--- src/hw/rtl/rfop_pkg.sv ---
// Shared types, constants and helpers for the ring FIFO with overrun policy.
`timescale 1ns / 1ps
package rfop_pkg;

  localparam int DEPTH     = 16;
  localparam int DATA_BITS = 32;
  localparam int PTR_W     = $clog2(DEPTH);
  localparam int CAP_W     = 5;
  localparam int ACT_W     = 2;
  localparam int STAT_W    = 2;
  localparam int APB_AW    = 3;
  localparam int APB_DW    = 32;

  localparam logic [ACT_W-1:0] ACT_PUSH  = 2'd0;
  localparam logic [ACT_W-1:0] ACT_POP   = 2'd1;
  localparam logic [ACT_W-1:0] ACT_FLUSH = 2'd2;

  localparam logic [STAT_W-1:0] ST_OK      = 2'd0;
  localparam logic [STAT_W-1:0] ST_OVERRUN = 2'd1;
  localparam logic [STAT_W-1:0] ST_NO_DATA = 2'd2;

  localparam logic REG_DROP_OLDEST = 1'b0;
  localparam logic REG_CAPACITY    = 1'b1;

  localparam logic [CAP_W-1:0] CAP_MIN   = CAP_W'(2);
  localparam logic [CAP_W-1:0] CAP_MAX   = CAP_W'(DEPTH);
  localparam logic [CAP_W-1:0] CAP_RESET = CAP_W'(16);

  typedef logic [PTR_W-1:0]     ptr_t;
  typedef logic [CAP_W-1:0]     cap_t;
  typedef logic [DATA_BITS-1:0] word_t;

  typedef struct packed {
    logic drop_oldest;
    cap_t capacity_in_use;
  } cfg_t;

  typedef struct packed {
    word_t             pop_data;
    logic [STAT_W-1:0] status;
    logic              is_empty;
    logic              is_full;
  } res_t;

  function automatic cap_t eff_capacity(input cap_t cap);
    cap_t c;
    c = cap;
    if (c < CAP_MIN) begin
      c = CAP_MIN;
    end
    if (c > CAP_MAX) begin
      c = CAP_MAX;
    end
    return c;
  endfunction

  function automatic ptr_t advance(input ptr_t p, input cap_t eff);
    logic [PTR_W:0] n;
    n = {1'b0, p} + (PTR_W+1)'(1);
    if (CAP_W'(n) >= eff) begin
      return '0;
    end
    return n[PTR_W-1:0];
  endfunction

endpackage

--- src/hw/rtl/rfop_if.sv ---
// Valid/ready stream interfaces for operation items and result items.
`timescale 1ns / 1ps
interface rfop_in_if;
  import rfop_pkg::*;
  logic                 valid;
  logic                 ready;
  logic [ACT_W-1:0]     action;
  logic [DATA_BITS-1:0] push_data;
  modport source (output valid, output action, output push_data, input ready);
  modport sink   (input valid, input action, input push_data, output ready);
endinterface

interface rfop_out_if;
  import rfop_pkg::*;
  logic                 valid;
  logic                 ready;
  logic [DATA_BITS-1:0] pop_data;
  logic [STAT_W-1:0]    status;
  logic                 is_empty;
  logic                 is_full;
  modport source (output valid, output pop_data, output status, output is_empty,
                  output is_full, input ready);
  modport sink   (input valid, input pop_data, input status, input is_empty,
                  input is_full, output ready);
endinterface

--- src/hw/rtl/rfop_regs.sv ---
// APB-style configuration registers: drop policy and capacity in use.
`timescale 1ns / 1ps
module rfop_regs (
  input  logic                         clk,
  input  logic                         rst_n,
  input  logic                         psel,
  input  logic                         penable,
  input  logic                         pwrite,
  input  logic [rfop_pkg::APB_AW-1:0]  paddr,
  input  logic [rfop_pkg::APB_DW-1:0]  pwdata,
  output logic [rfop_pkg::APB_DW-1:0]  prdata,
  output logic                         pready,
  output rfop_pkg::cfg_t               cfg
);
  import rfop_pkg::*;

  logic drop_oldest_r;
  cap_t capacity_r;
  logic wr_en;
  logic reg_sel;

  assign pready  = 1'b1;
  assign wr_en   = psel & penable & pwrite;
  assign reg_sel = paddr[2];

  always_ff @(posedge clk) begin
    if (!rst_n) begin
      drop_oldest_r <= 1'b0;
      capacity_r    <= CAP_RESET;
    end else if (wr_en) begin
      case (reg_sel)
        REG_DROP_OLDEST: drop_oldest_r <= pwdata[0];
        REG_CAPACITY:    capacity_r    <= pwdata[CAP_W-1:0];
        default:         drop_oldest_r <= drop_oldest_r;
      endcase
    end
  end

  always_comb begin
    case (reg_sel)
      REG_DROP_OLDEST: prdata = APB_DW'(drop_oldest_r);
      REG_CAPACITY:    prdata = APB_DW'(capacity_r);
      default:         prdata = '0;
    endcase
  end

  assign cfg.drop_oldest     = drop_oldest_r;
  assign cfg.capacity_in_use = capacity_r;

endmodule

--- src/hw/rtl/rfop_ring.sv ---
// Ring store, pointers, the per-item push/pop/flush step and the result register.
`timescale 1ns / 1ps
module rfop_ring (
  input  logic                            clk,
  input  logic                            rst_n,
  input  rfop_pkg::cfg_t                  cfg,
  input  logic                            step_en,
  input  logic [rfop_pkg::ACT_W-1:0]      action,
  input  logic [rfop_pkg::DATA_BITS-1:0]  push_data,
  output rfop_pkg::res_t                  res
);
  import rfop_pkg::*;

  word_t             slot_store [DEPTH];
  ptr_t              wp_r, wp_nxt;
  ptr_t              rp_r, rp_nxt;
  cap_t              eff;
  logic              full_now;
  logic              empty_now;
  logic              store_en;
  logic              pop_en;
  logic [STAT_W-1:0] status_nxt;
  logic              empty_nxt;
  logic              full_nxt;
  res_t              res_r;

  assign eff       = eff_capacity(cfg.capacity_in_use);
  assign full_now  = (advance(wp_r, eff) == rp_r);
  assign empty_now = (wp_r == rp_r);

  always_comb begin
    wp_nxt     = wp_r;
    rp_nxt     = rp_r;
    store_en   = 1'b0;
    pop_en     = 1'b0;
    status_nxt = ST_OK;
    case (action)
      ACT_PUSH: begin
        if (full_now && !cfg.drop_oldest) begin
          status_nxt = ST_OVERRUN;
        end else begin
          if (full_now) begin
            rp_nxt = advance(rp_r, eff);
          end
          store_en = 1'b1;
          wp_nxt   = advance(wp_r, eff);
        end
      end
      ACT_POP: begin
        if (empty_now) begin
          status_nxt = ST_NO_DATA;
        end else begin
          pop_en = 1'b1;
          rp_nxt = advance(rp_r, eff);
        end
      end
      ACT_FLUSH: begin
        wp_nxt = '0;
        rp_nxt = '0;
      end
      default: begin
        wp_nxt = wp_r;
      end
    endcase
  end

  assign empty_nxt = (wp_nxt == rp_nxt);
  assign full_nxt  = (advance(wp_nxt, eff) == rp_nxt);

  always_ff @(posedge clk) begin
    if (!rst_n) begin
      wp_r <= '0;
      rp_r <= '0;
    end else if (step_en) begin
      wp_r <= wp_nxt;
      rp_r <= rp_nxt;
    end
  end

  always_ff @(posedge clk) begin
    if (step_en) begin
      if (store_en) begin
        slot_store[wp_r] <= push_data;
      end
      res_r.pop_data <= pop_en ? slot_store[rp_r] : word_t'(0);
      res_r.status   <= status_nxt;
      res_r.is_empty <= empty_nxt;
      res_r.is_full  <= full_nxt;
    end
  end

  assign res = res_r;

endmodule

--- src/hw/rtl/ring_fifo_overrun_policy.sv ---
// Top level of the ring FIFO with selectable overrun policy.
// Usage:
//   in_ch carries one operation item per handshake: action (push, pop, flush)
//   and push_data. out_ch returns exactly one result item per operation, in
//   order: pop_data, status, is_empty and is_full after the operation.
//   The cfg_ APB-style port sets drop_oldest (byte address 0) and
//   capacity_in_use (byte address 4); write them only while no item is in
//   flight.
// Timing:
//   An accepted item is held in the input register, then the queue step
//   runs against the pointers and slot store and its result lands in the
//   result register in rfop_ring as out_ch valid rises. One item per cycle
//   is sustained while out_ch is not stalled.
// Reset (rst_n, synchronous, active low):
//   Pointers clear so the queue is empty, drop_oldest clears, capacity_in_use
//   returns to 16, and both stages empty. Slot contents are not cleared.
// Stall:
//   While out_ch is stalled the result holds; one more item may be accepted
//   into the input register, after which in_ch.ready drops until the result
//   is taken.
`timescale 1ns / 1ps
module ring_fifo_overrun_policy (
  input  logic                         clk,
  input  logic                         rst_n,
  rfop_in_if.sink                      in_ch,
  rfop_out_if.source                   out_ch,
  input  logic                         cfg_psel,
  input  logic                         cfg_penable,
  input  logic                         cfg_pwrite,
  input  logic [rfop_pkg::APB_AW-1:0]  cfg_paddr,
  input  logic [rfop_pkg::APB_DW-1:0]  cfg_pwdata,
  output logic [rfop_pkg::APB_DW-1:0]  cfg_prdata,
  output logic                         cfg_pready
);
  import rfop_pkg::*;

  cfg_t              cfg;
  res_t              res;
  logic              s1_valid_r;
  logic [ACT_W-1:0]  s1_action_r;
  word_t             s1_data_r;
  logic              out_valid_r;
  logic              out_free;
  logic              step_en;
  logic              in_take;

  rfop_regs u_regs (
    .clk     (clk),
    .rst_n   (rst_n),
    .psel    (cfg_psel),
    .penable (cfg_penable),
    .pwrite  (cfg_pwrite),
    .paddr   (cfg_paddr),
    .pwdata  (cfg_pwdata),
    .prdata  (cfg_prdata),
    .pready  (cfg_pready),
    .cfg     (cfg)
  );

  rfop_ring u_ring (
    .clk       (clk),
    .rst_n     (rst_n),
    .cfg       (cfg),
    .step_en   (step_en),
    .action    (s1_action_r),
    .push_data (s1_data_r),
    .res       (res)
  );

  assign out_free    = !out_valid_r || out_ch.ready;
  assign step_en     = s1_valid_r && out_free;
  assign in_ch.ready = !s1_valid_r || out_free;
  assign in_take     = in_ch.valid && in_ch.ready;

  always_ff @(posedge clk) begin
    if (!rst_n) begin
      s1_valid_r <= 1'b0;
    end else if (in_ch.ready) begin
      s1_valid_r <= in_ch.valid;
    end
  end

  always_ff @(posedge clk) begin
    if (in_take) begin
      s1_action_r <= in_ch.action;
      s1_data_r   <= in_ch.push_data;
    end
  end

  always_ff @(posedge clk) begin
    if (!rst_n) begin
      out_valid_r <= 1'b0;
    end else if (out_free) begin
      out_valid_r <= s1_valid_r;
    end
  end

  assign out_ch.valid    = out_valid_r;
  assign out_ch.pop_data = res.pop_data;
  assign out_ch.status   = res.status;
  assign out_ch.is_empty = res.is_empty;
  assign out_ch.is_full  = res.is_full;

endmodule

--- src/flat_wrapper.sv ---
// flat-port wrapper written by rule: the top's interface ports become plain ports
module ring_fifo_overrun_policy_flat import rfop_pkg::*;
  (clk, rst_n, cfg_psel, cfg_penable, cfg_pwrite, cfg_paddr, cfg_pwdata, cfg_prdata, cfg_pready, in_ch_valid, in_ch_action, in_ch_push_data, in_ch_ready, out_ch_valid, out_ch_pop_data, out_ch_status, out_ch_is_empty, out_ch_is_full, out_ch_ready);
  rfop_in_if in_ch_i ();
  rfop_out_if out_ch_i ();
  input  logic clk;
  input  logic rst_n;
  input  logic cfg_psel;
  input  logic cfg_penable;
  input  logic cfg_pwrite;
  input  logic [rfop_pkg::APB_AW-1:0] cfg_paddr;
  input  logic [rfop_pkg::APB_DW-1:0] cfg_pwdata;
  output logic [rfop_pkg::APB_DW-1:0] cfg_prdata;
  output logic cfg_pready;
  input wire logic [$bits(in_ch_i.valid)-1:0] in_ch_valid;
  input wire logic [$bits(in_ch_i.action)-1:0] in_ch_action;
  input wire logic [$bits(in_ch_i.push_data)-1:0] in_ch_push_data;
  output wire logic [$bits(in_ch_i.ready)-1:0] in_ch_ready;
  output wire logic [$bits(out_ch_i.valid)-1:0] out_ch_valid;
  output wire logic [$bits(out_ch_i.pop_data)-1:0] out_ch_pop_data;
  output wire logic [$bits(out_ch_i.status)-1:0] out_ch_status;
  output wire logic [$bits(out_ch_i.is_empty)-1:0] out_ch_is_empty;
  output wire logic [$bits(out_ch_i.is_full)-1:0] out_ch_is_full;
  input wire logic [$bits(out_ch_i.ready)-1:0] out_ch_ready;
  assign in_ch_i.valid = in_ch_valid;
  assign in_ch_i.action = in_ch_action;
  assign in_ch_i.push_data = in_ch_push_data;
  assign in_ch_ready = in_ch_i.ready;
  assign out_ch_valid = out_ch_i.valid;
  assign out_ch_pop_data = out_ch_i.pop_data;
  assign out_ch_status = out_ch_i.status;
  assign out_ch_is_empty = out_ch_i.is_empty;
  assign out_ch_is_full = out_ch_i.is_full;
  assign out_ch_i.ready = out_ch_ready;
  ring_fifo_overrun_policy u_core (.clk(clk), .rst_n(rst_n), .in_ch(in_ch_i), .out_ch(out_ch_i), .cfg_psel(cfg_psel), .cfg_penable(cfg_penable), .cfg_pwrite(cfg_pwrite), .cfg_paddr(cfg_paddr), .cfg_pwdata(cfg_pwdata), .cfg_prdata(cfg_prdata), .cfg_pready(cfg_pready));
endmodule
--- config.mk ---
export PLATFORM = sky130hd
export DESIGN_NAME = ring_fifo_overrun_policy_flat
export DESIGN_NICKNAME = d
export VERILOG_FILES = /design/src/hw/rtl/rfop_pkg.sv /design/src/hw/rtl/rfop_if.sv /design/src/hw/rtl/rfop_regs.sv /design/src/hw/rtl/rfop_ring.sv /design/src/hw/rtl/ring_fifo_overrun_policy.sv /design/src/flat_wrapper.sv
export SDC_FILE = /design/constraint.sdc
export NUM_CORES = 1
export LEC_CHECK = 0
export ABC_AREA = 1
export BUFFER_PORTS_ARGS = -buffer_cell sky130_fd_sc_hd__buf_2
export CAP_MARGIN = 20
export CORE_AREA = 2 2 196 198
export CTS_BUF_LIST = sky130_fd_sc_hd__clkbuf_8 sky130_fd_sc_hd__clkbuf_16
export CTS_CLUSTER_DIAMETER = 100
export DETAILED_ROUTE_END_ITERATION = 10
export DIE_AREA = 0 0 198 200
export GPL_ROUTABILITY_DRIVEN = 0
export HOLD_SLACK_MARGIN = 0.15
export MAX_ROUTING_LAYER = met4
export PLACE_DENSITY_LB_ADDON = 0.3
export SLEW_MARGIN = 25
export SYNTH_ARGS = -nofsm -noshare
export SYNTH_HDL_FRONTEND = slang
export SYNTH_SLANG_ARGS = --single-unit
export TNS_END_PERCENT = 10
--- constraint.sdc ---
create_clock -name clk -period 13.3 [get_ports clk]
set_clock_uncertainty 0.2 [all_clocks]
set_input_delay 0.665 -clock clk [delete_from_list [all_inputs] [get_ports clk]]
set_output_delay 0.665 -clock clk [all_outputs]
set_load 0.01 [all_outputs]
==> metrics.txt <==
vias in the first global route 14800; CP max FO 63; cell with the most instances on the worst path nand2_1; die area 39600 um2; NetSw 0.895 mW; Total GRT Usage 0.299; ranking of synthesized cells by area edfxtp_1, o21ai_0, o221ai_1; Nets 1991; worst slew pin tran 1.12 ns; dpl cells 2300; Min-Delay Path Class in -> reg; area of the core 37400 um2; Rel. slew slack 0.257; startpoint types register; fin cells 2452; clock network fraction of design power 0.400; minimum clock period 5.30 ns; first-pass GRT wire length 84700 um; IO Port Bufs 89; Hold Crit Depth 3; Avg Inst Size Synth 13.4 um2; final setup fails 0; Int Pwr 3.09 mW; slowest stage cell, crit path clkinv_2; Core Rows 71; leakage power 9.37 nW; H-tree lvl count 2; CTS tree done; initial cell density of the core 0.641; DR DRC count 0; Post-synth EDFFs 582; Final WS setup 8.00 ns; layout cells sized above 1 0.136; DR pass1 iterations 6; maximum vdd drop 125 uV; part of the power in registers 0.533; n_diodes 0; die height 200 um; outcome finished clean; Synth Cell Area 24000 um2; RSZ-0062 raised after global routing no; sw frac 0.224; CTS Buf Count 57; worst setup path class reg -> reg; clk buf depth 3; clock slew at reported path FFs 0.06 ns; post-synthesis async set-or-reset flop share 0; Netlist cell types 39; Synth Flop Type edfxtp_1; Max-cap violations 0; Max Slew Vio Count 0; power density over cell area 147 nW/um2; highest clock rate 189 MHz; via/cell ratio 6.31; Ys Warns 0; sequential share of the synthesized area 0.743; Final period util 0.398; cts repair resizes 0; Final Core Density 0.727; routed length per instance 23.0 um; CP max stage delay 1.00 ns; DR vias 15500; crit path DAT 5.57 ns; clock root cell clkbuf_16; Worst Reg-to-Reg Cells 26; initial antenna violation count 0; IO Pins 147; post-route setup TNS 0 ns; Worst Setup End Kind register; dpl ws 8.18 ns; drt total wl 56400 um; Hold Violations, Final 0; Die X 198 um; Seq cells post-synth 598; largest net degree at the start of global routing 115; synthesized instance count 1786; data required time at the worst endpoint 13.57 ns; Area Growth Syn to Fin 13.4%; most common library cells after synthesis edfxtp_1, nor2_1, o21ai_0, o221ai_1, clkbuf_1; initial DRC count 1812; Comb power frac 0.067; Synth top area share 0.729; GRT overflow 0; largest area contributor in the netlist edfxtp_1; clk_lat worst skew 0.61 ns; final antenna-violating net count 0; clock sinks 598; hpwl dp 27000 um; most frequent cell after synthesis edfxtp_1
==> state kept, by name (all words and copies together), names as in the netlist, 2 cells and up <==
name and count:
u_core.u_ring.res 36, u_core.u_regs.capacity_r 5, u_core.u_ring.slot_store 512, u_core.s1_data_r 32, u_core.u_ring.rp_r 4, u_core.s1_action_r 2, u_core.u_ring.wp_r 4
==> repair_timing <==
item / in CTS / in global routing
setup buffers: 0 / 0
endpoints found under the hold margin: 43 / 0
hold buffers: 45 / 0
==> metrics by stage <==
| step | power (mW) | hold WS (ns) | instance area (um2) |
|---|---|---|---|
| 2_1_floorplan | 2.33 | 0.316 | 24100 |
| 6_report | 3.99 | 0.240 | 27200 |
| 4_1_cts | 4.00 | 0.208 | 27100 |
| 3_3_place_gp | 2.40 | 0.289 | 24800 |
| 5_1_grt | 4.11 | 0.236 | 27200 |
| 3_5_place_dp | 2.42 | 0.308 | 24800 |
==> metal layers <==
metal,up-vias,track usage,part of all wire
met4,0,0.102,0.029
met1,7542,0.399,0.38
met3,134,0.0474,0.10
met5,-,-,0
li1,6876,-,-
met2,917,0.476,0.49
==> placed cells by master, fill, tap and decap left out, drive strengths merged, types with 15 or more instances in the layout <==
cell,Yosys,layout
buf,51,120
nor2,297,297
nand3,85,85
inv,57,66
clkbuf,91,60
nand2,94,94
o221ai,128,128
nand4,15,15
o21ai,274,274
ha,21,21
dlygate4sd3,0,45
edfxtp,582,582
a21oi,49,49
conb,2,28
clkinv,2,29
dfxtp,16,16
==> final cells by class <==
type	instances	area [um2]
multi-input combinational	1013	5490
inverter	59	233
sequential	598	17800
clock inverter	46	383
clock buffer	60	1480
timing repair buffer	165	1140
fill	2312	10200
tap	511	639
==> cell families after synthesis <==
group | after synthesis | synth area share
buffers and inverters | 201 | 0.0369
other | 2 | 0.000313
adder cells (fa/ha/maj) | 21 | 0.0110
AO/OA/AOI/OAI | 458 | 0.117
AND/OR/NAND/NOR | 498 | 0.0890
flip-flops | 598 | 0.743
XOR/XNOR | 8 | 0.00292
==> worst max-delay path: cells and delay by family (launching register included) <==
kind	cells	cell delay, ns
simple gates	17	1.92
buf+inv	5	1.31
flops	1	0.85
fa+ha+maj	2	0.52
compound gates	2	0.28
==> final timing paths <==
| path | startpoint | to | slack [ns] |
|---|---|---|---|
| hold reg to reg | u_core.out_ch.valid | u_core.out_ch.valid | 0.31 |
| setup reg to reg | u_core.u_ring.rp_r[1] | u_core.u_ring.res[0] | 8.00 |
| hold / removal | cfg_penable | u_core.u_regs.drop_oldest_r | 0.24 |
| setup / recovery | u_core.u_ring.rp_r[1] | u_core.u_ring.res[0] | 8.00 |
==> power groups by stage <==
stage | Sequential [mW] | Clock, mW | Combinational, mW
final | 2.12 | 1.60 | 0.268
after global placement | 2.16 | 0 | 0.242
after CTS | 2.12 | 1.61 | 0.264
after global routing | 2.13 | 1.68 | 0.294
after floorplan | 2.15 | 0 | 0.184
after detailed placement | 2.16 | 0 | 0.251
Note: power is estimated with default switching activity, not from simulation.
